==> src/hdl/dlp_pkg.sv <==
// directory listing parser: shared types, character codes and decode helpers
// no dependencies; imported by dlp_core and directory_listing_parser
`default_nettype none

package dlp_pkg;

  // parser phase register encoding
  typedef enum logic [3:0] {
    PH_IDLE   = 4'd0,
    PH_ENTRY  = 4'd1,
    PH_NAME   = 4'd2,
    PH_LT     = 4'd3,
    PH_DIGITS = 4'd4,
    PH_TYPE   = 4'd5,
    PH_GT     = 4'd6,
    PH_AFTER  = 4'd7
  } phase_t;

  // result event codes
  typedef enum logic [2:0] {
    EV_NONE  = 3'd0,
    EV_NAME  = 3'd1,
    EV_ENTRY = 3'd2,
    EV_DIR   = 3'd3,
    EV_ERR   = 3'd4
  } event_t;

  // entry type codes
  localparam logic [2:0] TY_F = 3'd0;
  localparam logic [2:0] TY_M = 3'd1;
  localparam logic [2:0] TY_D = 3'd2;
  localparam logic [2:0] TY_U = 3'd3;
  localparam logic [2:0] TY_S = 3'd4;
  localparam logic [2:0] TY_B = 3'd5;

  // character codes
  localparam logic [7:0] CH_NUL    = 8'h00;
  localparam logic [7:0] CH_SPACE  = 8'h20;
  localparam logic [7:0] CH_COMMA  = 8'h2C;
  localparam logic [7:0] CH_SLASH  = 8'h2F;
  localparam logic [7:0] CH_ZERO   = 8'h30;
  localparam logic [7:0] CH_NINE   = 8'h39;
  localparam logic [7:0] CH_COLON  = 8'h3A;
  localparam logic [7:0] CH_LT     = 8'h3C;
  localparam logic [7:0] CH_GT     = 8'h3E;
  localparam logic [7:0] CH_LBRACE = 8'h7B;
  localparam logic [7:0] CH_RBRACE = 8'h7D;
  localparam logic [7:0] CH_F      = 8'h46;
  localparam logic [7:0] CH_M      = 8'h4D;
  localparam logic [7:0] CH_D      = 8'h44;
  localparam logic [7:0] CH_U      = 8'h55;
  localparam logic [7:0] CH_S      = 8'h53;
  localparam logic [7:0] CH_B      = 8'h42;

  // largest resource number
  localparam logic [30:0] NUM_LIMIT = 31'h7FFF_FFFF;
  localparam logic [15:0] COUNT_MAX = 16'hFFFF;

  // fixed-width part of one result
  typedef struct packed {
    event_t      event_res;
    logic [7:0]  name_byte;
    logic [30:0] entry_number;
    logic [2:0]  entry_type;
    logic [15:0] entry_count;
  } result_t;

  // type letter decode: {hit, code}
  function automatic logic [3:0] type_code(input logic [7:0] c);
    logic [3:0] r;
    unique case (c)
      CH_F:    r = {1'b1, TY_F};
      CH_M:    r = {1'b1, TY_M};
      CH_D:    r = {1'b1, TY_D};
      CH_U:    r = {1'b1, TY_U};
      CH_S:    r = {1'b1, TY_S};
      CH_B:    r = {1'b1, TY_B};
      default: r = 4'b0000;
    endcase
    return r;
  endfunction

  // bytes that may never appear in a name
  function automatic logic name_forbidden(input logic [7:0] c);
    return (c == CH_NUL) || (c == CH_SPACE) || (c == CH_COMMA) || (c == CH_SLASH);
  endfunction

endpackage

`default_nettype wire

==> src/hdl/dlp_core.sv <==
// directory listing parser core: parse state registers and per-byte decode
// depends on dlp_pkg
`default_nettype none

module dlp_core #(
  parameter int NAME_MAX = 64,
  localparam int NW = $clog2(NAME_MAX + 1)
) (
  input  wire logic            clk,
  input  wire logic            rst,
  input  wire logic            advance,
  input  wire logic [7:0]      char_in,
  output dlp_pkg::result_t     res,
  output logic [NW-1:0]        name_length
);
  import dlp_pkg::*;

  localparam logic [NW-1:0] NAME_LIMIT = NW'(NAME_MAX);

  phase_t        phase, phase_next;
  logic [30:0]   acc, acc_next;
  logic [2:0]    type_held, type_next;
  logic [NW-1:0] name_count, name_count_next;
  logic [15:0]   seen, seen_next;

  logic [NW-1:0] count_base;
  logic [34:0]   acc_times_ten;
  logic [3:0]    digit;
  logic [3:0]    tcode;
  event_t        ev;

  // number accumulate: acc * 10 + digit
  assign digit         = 4'(char_in - CH_ZERO);
  assign acc_times_ten = ({4'b0, acc} << 3) + ({4'b0, acc} << 1) + {31'b0, digit};
  assign tcode         = type_code(char_in);
  // the name count restarts at the start of each entry
  assign count_base    = (phase == PH_ENTRY) ? '0 : name_count;

  // next state and result for the current byte
  always_comb begin
    phase_next      = phase;
    acc_next        = acc;
    type_next       = type_held;
    name_count_next = name_count;
    seen_next       = seen;
    ev              = EV_NONE;
    res             = '0;
    name_length     = '0;

    unique case (phase)
      PH_IDLE: begin
        if (char_in == CH_SPACE) begin
          ev = EV_NONE;
        end else if (char_in == CH_LBRACE) begin
          acc_next        = '0;
          type_next       = '0;
          name_count_next = '0;
          seen_next       = '0;
          phase_next      = PH_ENTRY;
        end else begin
          ev = EV_ERR;
        end
      end
      PH_ENTRY, PH_NAME: begin
        name_count_next = count_base;
        if ((phase == PH_ENTRY) && (char_in == CH_RBRACE)) begin
          ev                = EV_DIR;
          res.entry_count   = seen;
          phase_next        = PH_IDLE;
          acc_next          = '0;
          type_next         = '0;
          name_count_next   = '0;
          seen_next         = '0;
        end else if (name_forbidden(char_in)) begin
          ev = EV_ERR;
        end else if (char_in == CH_COLON) begin
          acc_next   = '0;
          phase_next = PH_LT;
        end else if (count_base >= NAME_LIMIT) begin
          ev = EV_ERR;
        end else begin
          name_count_next = count_base + 1'b1;
          phase_next      = PH_NAME;
          res.name_byte   = char_in;
          ev              = EV_NAME;
        end
      end
      PH_LT: begin
        if (char_in == CH_LT) phase_next = PH_DIGITS;
        else ev = EV_ERR;
      end
      PH_DIGITS: begin
        if ((char_in >= CH_ZERO) && (char_in <= CH_NINE)) begin
          if (acc_times_ten > {4'b0, NUM_LIMIT}) ev = EV_ERR;
          else acc_next = acc_times_ten[30:0];
        end else if (char_in == CH_COMMA) begin
          phase_next = PH_TYPE;
        end else begin
          ev = EV_ERR;
        end
      end
      PH_TYPE: begin
        if (tcode[3]) begin
          type_next  = tcode[2:0];
          phase_next = PH_GT;
        end else begin
          ev = EV_ERR;
        end
      end
      PH_GT: begin
        if (char_in == CH_GT) begin
          res.entry_number = acc;
          res.entry_type   = type_held;
          name_length      = name_count;
          if (seen != COUNT_MAX) seen_next = seen + 1'b1;
          phase_next = PH_AFTER;
          ev         = EV_ENTRY;
        end else begin
          ev = EV_ERR;
        end
      end
      PH_AFTER: begin
        if (char_in == CH_RBRACE) begin
          ev                = EV_DIR;
          res.entry_count   = seen;
          phase_next        = PH_IDLE;
          acc_next          = '0;
          type_next         = '0;
          name_count_next   = '0;
          seen_next         = '0;
        end else if (char_in == CH_COMMA) begin
          phase_next = PH_ENTRY;
        end else begin
          ev = EV_ERR;
        end
      end
      default: ev = EV_ERR;
    endcase

    // any mismatch drops everything back to idle
    if (ev == EV_ERR) begin
      phase_next      = PH_IDLE;
      acc_next        = '0;
      type_next       = '0;
      name_count_next = '0;
      seen_next       = '0;
      res             = '0;
      name_length     = '0;
    end
    res.event_res = ev;
  end

  // parse state, updated once per transfer into the result register
  always_ff @(posedge clk) begin
    if (rst) begin
      phase      <= PH_IDLE;
      acc        <= '0;
      type_held  <= '0;
      name_count <= '0;
      seen       <= '0;
    end else if (advance) begin
      phase      <= phase_next;
      acc        <= acc_next;
      type_held  <= type_next;
      name_count <= name_count_next;
      seen       <= seen_next;
    end
  end

`ifndef NO_ASSERTIONS
  // an error always leaves the parser idle
  a_err_to_idle: assert property (@(posedge clk) disable iff (rst)
    advance && (res.event_res == EV_ERR) |=> phase == PH_IDLE)
    else $error("parser not idle after error");

  // the held name never exceeds its limit
  a_name_bound: assert property (@(posedge clk) disable iff (rst)
    name_count <= NAME_LIMIT)
    else $error("name count beyond limit");

  // an entry is only reported from the closing-angle phase
  a_entry_phase: assert property (@(posedge clk) disable iff (rst)
    advance && (res.event_res == EV_ENTRY) |-> phase == PH_GT)
    else $error("entry reported outside closing phase");

  // state holds while no byte moves on
  a_hold: assert property (@(posedge clk) disable iff (rst)
    !advance |=> $stable(phase) && $stable(acc) && $stable(seen))
    else $error("parse state changed without a transfer");
`endif

endmodule

`default_nettype wire

==> src/hdl/directory_listing_parser.sv <==
// directory listing parser, one byte per transfer, one result per byte
// a byte passes through the input register, then the result register, to its result
// throughput: one byte per cycle unless a result stalls; combinational decode in dlp_core
// a result held by out_stall blocks a new byte only when the input register is full
// reset (rst, synchronous): clears both valids and returns the parser to idle, all counts zero
// depends on dlp_pkg and dlp_core
`default_nettype none

module directory_listing_parser #(
  parameter int NAME_MAX = 64
) (
  input  wire logic                             clk,
  input  wire logic                             rst,
  input  wire logic                             in_valid,
  output logic                                  in_stall,
  input  wire logic [7:0]                       char_in,
  output logic                                  out_valid,
  input  wire logic                             out_stall,
  output logic [2:0]                            event_res,
  output logic [7:0]                            name_byte,
  output logic [30:0]                           entry_number,
  output logic [2:0]                            entry_type,
  output logic [$clog2(NAME_MAX + 1)-1:0]       name_length,
  output logic [15:0]                           entry_count
);
  import dlp_pkg::*;

  localparam int NW = $clog2(NAME_MAX + 1);

  logic          held_valid;
  logic [7:0]    char_held;
  logic          out_free;
  logic          advance;
  result_t       res;
  logic [NW-1:0] len;

  // handshake: byte moves on when the result register is empty or being drained
  assign out_free = !out_valid || !out_stall;
  assign advance  = held_valid && out_free;
  assign in_stall = held_valid && !out_free;

  // input register
  always_ff @(posedge clk) begin
    if (rst) begin
      held_valid <= 1'b0;
    end else if (!in_stall) begin
      held_valid <= in_valid;
    end
  end

  always_ff @(posedge clk) begin
    if (!in_stall) begin
      char_held <= char_in;
    end
  end

  // decode and parse state
  dlp_core #(
    .NAME_MAX (NAME_MAX)
  ) u_core (
    .clk         (clk),
    .rst         (rst),
    .advance     (advance),
    .char_in     (char_held),
    .res         (res),
    .name_length (len)
  );

  // result register
  always_ff @(posedge clk) begin
    if (rst) begin
      out_valid <= 1'b0;
    end else if (out_free) begin
      out_valid <= advance;
    end
  end

  always_ff @(posedge clk) begin
    if (advance) begin
      event_res    <= res.event_res;
      name_byte    <= res.name_byte;
      entry_number <= res.entry_number;
      entry_type   <= res.entry_type;
      name_length  <= len;
      entry_count  <= res.entry_count;
    end
  end

endmodule

`default_nettype wire
==> config.mk <==
export PLATFORM = sky130hd
export DESIGN_NAME = directory_listing_parser
export DESIGN_NICKNAME = d
export VERILOG_FILES = /design/src/hdl/dlp_pkg.sv /design/src/hdl/dlp_core.sv /design/src/hdl/directory_listing_parser.sv
export SDC_FILE = /design/constraint.sdc
export NUM_CORES = 1
export LEC_CHECK = 0
export BUFFER_PORTS_ARGS = -buffer_cell sky130_fd_sc_hd__clkbuf_2
export CORE_MARGIN = 5
export CORE_UTILIZATION = 54
export DETAILED_ROUTE_END_ITERATION = 8
export HOLD_SLACK_MARGIN = 0.08
export PLACE_DENSITY_LB_ADDON = 0.12
export SLEW_MARGIN = 20
export SYNTH_ARGS = -nofsm -noshare
export SYNTH_HDL_FRONTEND = slang
export SYNTH_HIERARCHICAL = 1
export SYNTH_SLANG_ARGS = --single-unit
==> constraint.sdc <==
create_clock -name clk -period 7.2 [get_ports clk]
set_input_delay 1.08 -clock clk [delete_from_list [all_inputs] [get_ports clk]]
set_output_delay 1.08 -clock clk [all_outputs]
set_load 0.02 [all_outputs]
## Yosys cells after proc, flatten, opt, wreduce, memory -nomap -nowiden

Cells that the tools add are included.

- Register bits after elaboration: 139
- Output and inout port bits: 70

- $add $sub $neg: 5
- Magnitude comparators: 4
- Equal/unequal tests: 39
- Mux-type cells: 68
- Bitwise logic cells: 3
- Reductions and logical operators: 26

Operator list:

| kind | count |
|---|---|
| 2-to-1 mux 31 bit | 9 |
| 2-to-1 mux 16 bit | 9 |
| case mux 31 bit (4 select lines) | 1 |
| == test 8 x 7 -> 1 bit, second input constant | 8 |
| case mux 16 bit (4 select lines) | 1 |
| 2-to-1 mux 7 bit | 9 |
| 2-to-1 mux 3 bit | 19 |
| 2-to-1 mux 4 bit | 14 |
| == test 8 x 6 -> 1 bit, second input constant | 6 |
| adder 34 x 32 -> 35 bit | 1 |
| adder 35 x 4 -> 35 bit | 1 |
| greater-than comparator 35 x 31 -> 1 bit, second input constant | 1 |
| case mux 16 bit (2 select lines) | 1 |
| case mux 4 bit (7 select lines) | 1 |
| != test 3 x 1 -> 1 bit, second input constant | 9 |
| case mux 4 bit (6 select lines) | 1 |
| case mux 3 bit (7 select lines) | 1 |
| case mux 7 bit (3 select lines) | 1 |
| adder 16 x 1 -> 16 bit, second input constant | 1 |
| == test 4 x 3 -> 1 bit, second input constant | 4 |
| != test 16 bit, second input constant | 1 |
| nonzero test 5 bit | 3 |
| case mux 3 bit (4 select lines) | 1 |
| AND reduction 12 bit | 1 |
| 27 further kinds | 41 |

## Logic depth before layout (Yosys ltp)

- Depth after elaboration: 11
- Gate-level depth with buffers: 18
- Mapped depth without buffers: 15

## Hierarchy

The synthesis kept the hierarchy.

Modules (own cells, without submodules):

| module | instances | cells an instance | area an instance (µm²) | sequential area each (µm²) |
|---|---|---|---|---|
| dlp_core | 1 | 831 | 6193.4 | 1201.2 |
| directory_listing_parser | 1 | 85 | 2364.8 | 2322.2 |

## Worst setup path after synthesis

OpenSTA, ideal clock, no wires.

- Path kind: input-to-reg
- Start point: input port out_stall
- End point: register u_core.acc[0]
- Library setup time: 0.072 ns
- Arrival time: 7.283 ns
- Required time: 7.128 ns
- Slack: -0.154 ns
- Stages on the path: 7
- Buffers on the path: 2
- Cells stage by stage: a21boi_0 clkbuf_1 o21ai_0 nor2_1 o2bb2ai_2 buf_6 mux2i_1

- Longest elaborated chain between the ends: 4

RTL lines:

| item | RTL line | text |
|---|---|---|
| from (decl) | directory_listing_parser.sv:18 | `input wire logic out_stall,` |
| zero test 1 bit | directory_listing_parser.sv:38 | `assign out_free = !out_valid \|\| !out_stall;` |
| logical OR 1 bit | directory_listing_parser.sv:38 |  |
| logical AND 1 bit | directory_listing_parser.sv:39 | `assign advance = held_valid && out_free;` |
| AND reduction 9 bit (no source line) | - |  |
| to (signal assigned) | dlp_core.sv:163 | `acc <= acc_next;` |
| to (decl) | dlp_core.sv:21 | `logic [30:0] acc, acc_next;` |

Every way passes these cells.
A chain may end at the register's enable or synchronous reset.

## Worst setup path after layout

- Start point: register char_held[3]
- End point: register u_core.acc[11]

- Longest elaborated chain between the ends: 10

RTL lines:

| item | RTL line | text |
|---|---|---|
| from (decl) | directory_listing_parser.sv:31 | `logic [7:0] char_held;` |
| from (signal assigned) | directory_listing_parser.sv:53 | `char_held <= char_in;` |
| branches (longest 10 deep; another with adder 35 x 4 -> 35 bit) | - |  |

Several ways; the timed one is not identified. The select of a mux whose other input is x is not followed.

==> results_dict.tcl <==
set metrics [dict create \
    track_usage_pct 21.6 \
    maxSlewHeadroom_pct 32.1 \
    syn-num-nets 993 \
    hold_violations 0 \
    final_nets 1049 \
    synth_top_area_share_pct 26.7 \
    ys_ff_latch 138 \
    stdcell_count 1201 \
    critical_path_arrival_ns 5.08 \
    period_minus_slack_ns 4.74 \
    synth_cells 916 \
    crit_type "reg2reg" \
    syn_to_final_growth_pct 13.0 \
    cts_max_level 4 \
    fp-row-count 46 \
    wirelength_um 19800 \
    cp-start-kind "register" \
    die_x_um 136 \
    ctsHoldBuffers 0 \
    r2r_slack_ns 2.46 \
    cts.sink_count 138 \
    p_leak_nw 4.11 \
    synth.top_cells.by_area "edfxtp_1 27%, dfxtp_1 15%, ha_1 9.2%, and3_1 4.2%, a21oi_1 4.1%" \
    fin_crit_sh_pct 65.8 \
    worstPathMaxFanout 19 \
    status "completed" \
    yosysWarnings 6 \
    synth.most_common_cell "edfxtp_1" \
    pre_cts_ws_ns 2.52 \
    power_density_nw_per_um2 188 \
    numPlacedInstances 1169 \
    die_y_um 136 \
    drcViolationCount 0 \
    clockRootBuffer "clkbuf_16" \
    synth-edff-count 76 \
    finalSetupViolations 0 \
    synth_common_cells "76 x edfxtp_1, 73 x nand2_1, 70 x a21oi_1" \
    critPathRequiredTime_ns 7.54 \
    place_hpwl_um 13500 \
    slowest_delay_ns 0.61 \
    min_path_cells 2 \
    cts_resized 0 \
    crit_chain "inv_1, fa_1, inv_1, ha_1, a21oi_1, nor2_1, o211ai_1, a2111oi_0, nor2_1, o211a_1, or4_1, o21ai_1, o2bb2ai_4, buf_12, mux2i_1" \
    crit_slowest_cell "fa_1" \
    skew_ns 0.00989 \
    slew_viol_final 0 \
    grt_max_degree 65 \
    whs_endpoint "u_core/type_held[0]" \
    fin_ws_ns 2.46 \
    grt_pass1_vias 6373 \
    max_freq_mhz 211 \
    rr_startpoint "char_held[3]" \
    grt_first_pass_wirelength_um 32200 \
    place_congestion 0.875 \
    drtIter0Drc 789 \
    hp-class "reg2reg" \
    cts_buffer_depth 2 \
    ant_nets 0 \
    insertion_delay_ns 0.42 \
    antenna_found_initial 0 \
    num_io_pins 82 \
    portBuffers 81 \
    drive_gt1_share_pct 14.0 \
    worstHoldStart "u_core/type_held[0]" \
    rsz0062_at_grt "no" \
    syn_avg_cell_area_um2 9.34 \
    ys_types 68 \
    worst_pin_slew_ns 1.02 \
    core_um2 15700 \
    vias 7025 \
    synth.largest_area_cell "edfxtp_1" \
    cts_tree "built" \
    vdd_ir_drop_max_uv 143 \
    synth_ff_type "edfxtp_1" \
    ys_async_sr_fraction_pct 0 \
    gr-total-overflow 0 \
    cts_post_setup_buffers_inserted 0 \
    fillers 1376 \
    hold_slack_ns 0.481 \
    yosysSeqAreaShare_pct 41.2 \
    wl_per_cell_um 16.5 \
    drv_cap 0 \
    reg2reg_to "u_core/acc[11]" \
    dieArea_um2 18500 \
    cts_made_buffers 17 \
    syn_area_um2 8560 \
    start_util_pct 54.5 \
    diodes 0 \
    p_total_mw 1.81 \
    finalSetupTns_ns 0 \
    first_pass_iters 5 \
    r2r_cells 15 \
    via_per_inst 5.85 \
    cts.clk_slew.worst_paths_ns 0.07 \
    worst_setup_path_end_kind "register" \
]
worst max path at each step:
stage / from / end / slack, ns
after floorplan: out_stall / u_core/acc[0] / 1.74
after global placement: char_held[3] / u_core/acc[15] / 2.58
after detailed placement: char_held[3] / u_core/acc[11] / 2.52
after CTS: char_held[3] / u_core/acc[11] / 2.47
after global routing: char_held[3] / u_core/acc[11] / 2.09
final: char_held[3] / u_core/acc[11] / 2.46
sequential cells by signal (all words and copies together), names as in the netlist, 7 cells and up:
register and count:
u_core/acc 31, name_byte 8, entry_number 31, u_core/name_count 7
entry_count 16, name_length 7, u_core/seen 16, char_held 8
through the flow:
| step | cell area, um^2 | util [%] |
|---|---|---|
| 6_report | 9670 | 61.6 |
| 3_3_place_gp | 9070 | 57.7 |
| 5_1_grt | 9670 | 61.6 |
| 2_1_floorplan | 8560 | - |
| 3_5_place_dp | 9090 | 57.9 |
| 4_1_cts | 9670 | 61.6 |
worst max-delay path, delay by kind of cell (launching register included):
family | cells | cell delay (ns)
multiplexers | 1 | 0.20
flip-flops | 1 | 0.52
buffers and inverters | 3 | 0.49
adder cells (fa/ha/maj) | 2 | 0.88
AO/OA/AOI/OAI | 6 | 1.70
AND/OR/NAND/NOR | 3 | 0.85
logic make-up after synthesis:
family	share of synthesized area (%)
AOI/OAI and AO/OA	14.8
xor gates and xnor gates	2.46
adders and majority gates	9.68
buffers and inverters	3.57
DFF	41.2
muxes	3.87
and+or+nand+nor	24.4
per-layer routing:
metal / GRT usage (%) / up-vias / wire length, um
met3: 3.40 / 23 / 1080
li1: - / 3468 / -
met2: 31.7 / 233 / 8420
met1: 32.8 / 3301 / 9970
met5: 0 / - / 0
met4: 6.27 / 0 / 289
cell type report:
| cell class | count | area [um^2] | area share (%) |
|---|---|---|---|
| Multi-Input combinational cell | 708 | 4750 | 49.1 |
| Sequential cell | 138 | 3520 | 36.4 |
| Timing Repair Buffer | 89 | 478 | 4.94 |
| Clock buffer | 19 | 443 | 4.58 |
| Tap cell | 216 | 270 | 2.79 |
| Clock inverter | 13 | 136 | 1.41 |
| Inverter | 18 | 67.6 | 0.699 |
power breakdown:
part	internal [mW]	total (mW)	switching, mW
clock network	0.495	0.859	0.364
logic	0.0298	0.0938	0.0640
registers	0.849	0.861	0.0123
placed cells by master (no fill, tap or decap), types with 22 or more instances in the layout:
| cell type | netlist | layout |
|---|---|---|
| edfxtp_1 | 76 | 76 |
| and3_1 | 58 | 58 |
| nand2b_1 | 47 | 47 |
| nand2_1 | 73 | 73 |
| nor3_1 | 22 | 22 |
| and2_1 | 34 | 34 |
| mux2i_1 | 32 | 32 |
| o21ai_0 | 41 | 41 |
| ha_1 | 63 | 63 |
| clkbuf_2 | 0 | 81 |
| dfxtp_1 | 62 | 62 |
| nor2_1 | 58 | 58 |
| a21oi_1 | 70 | 70 |
| nand3_1 | 27 | 27 |
(Power assumes the default switching activity.)
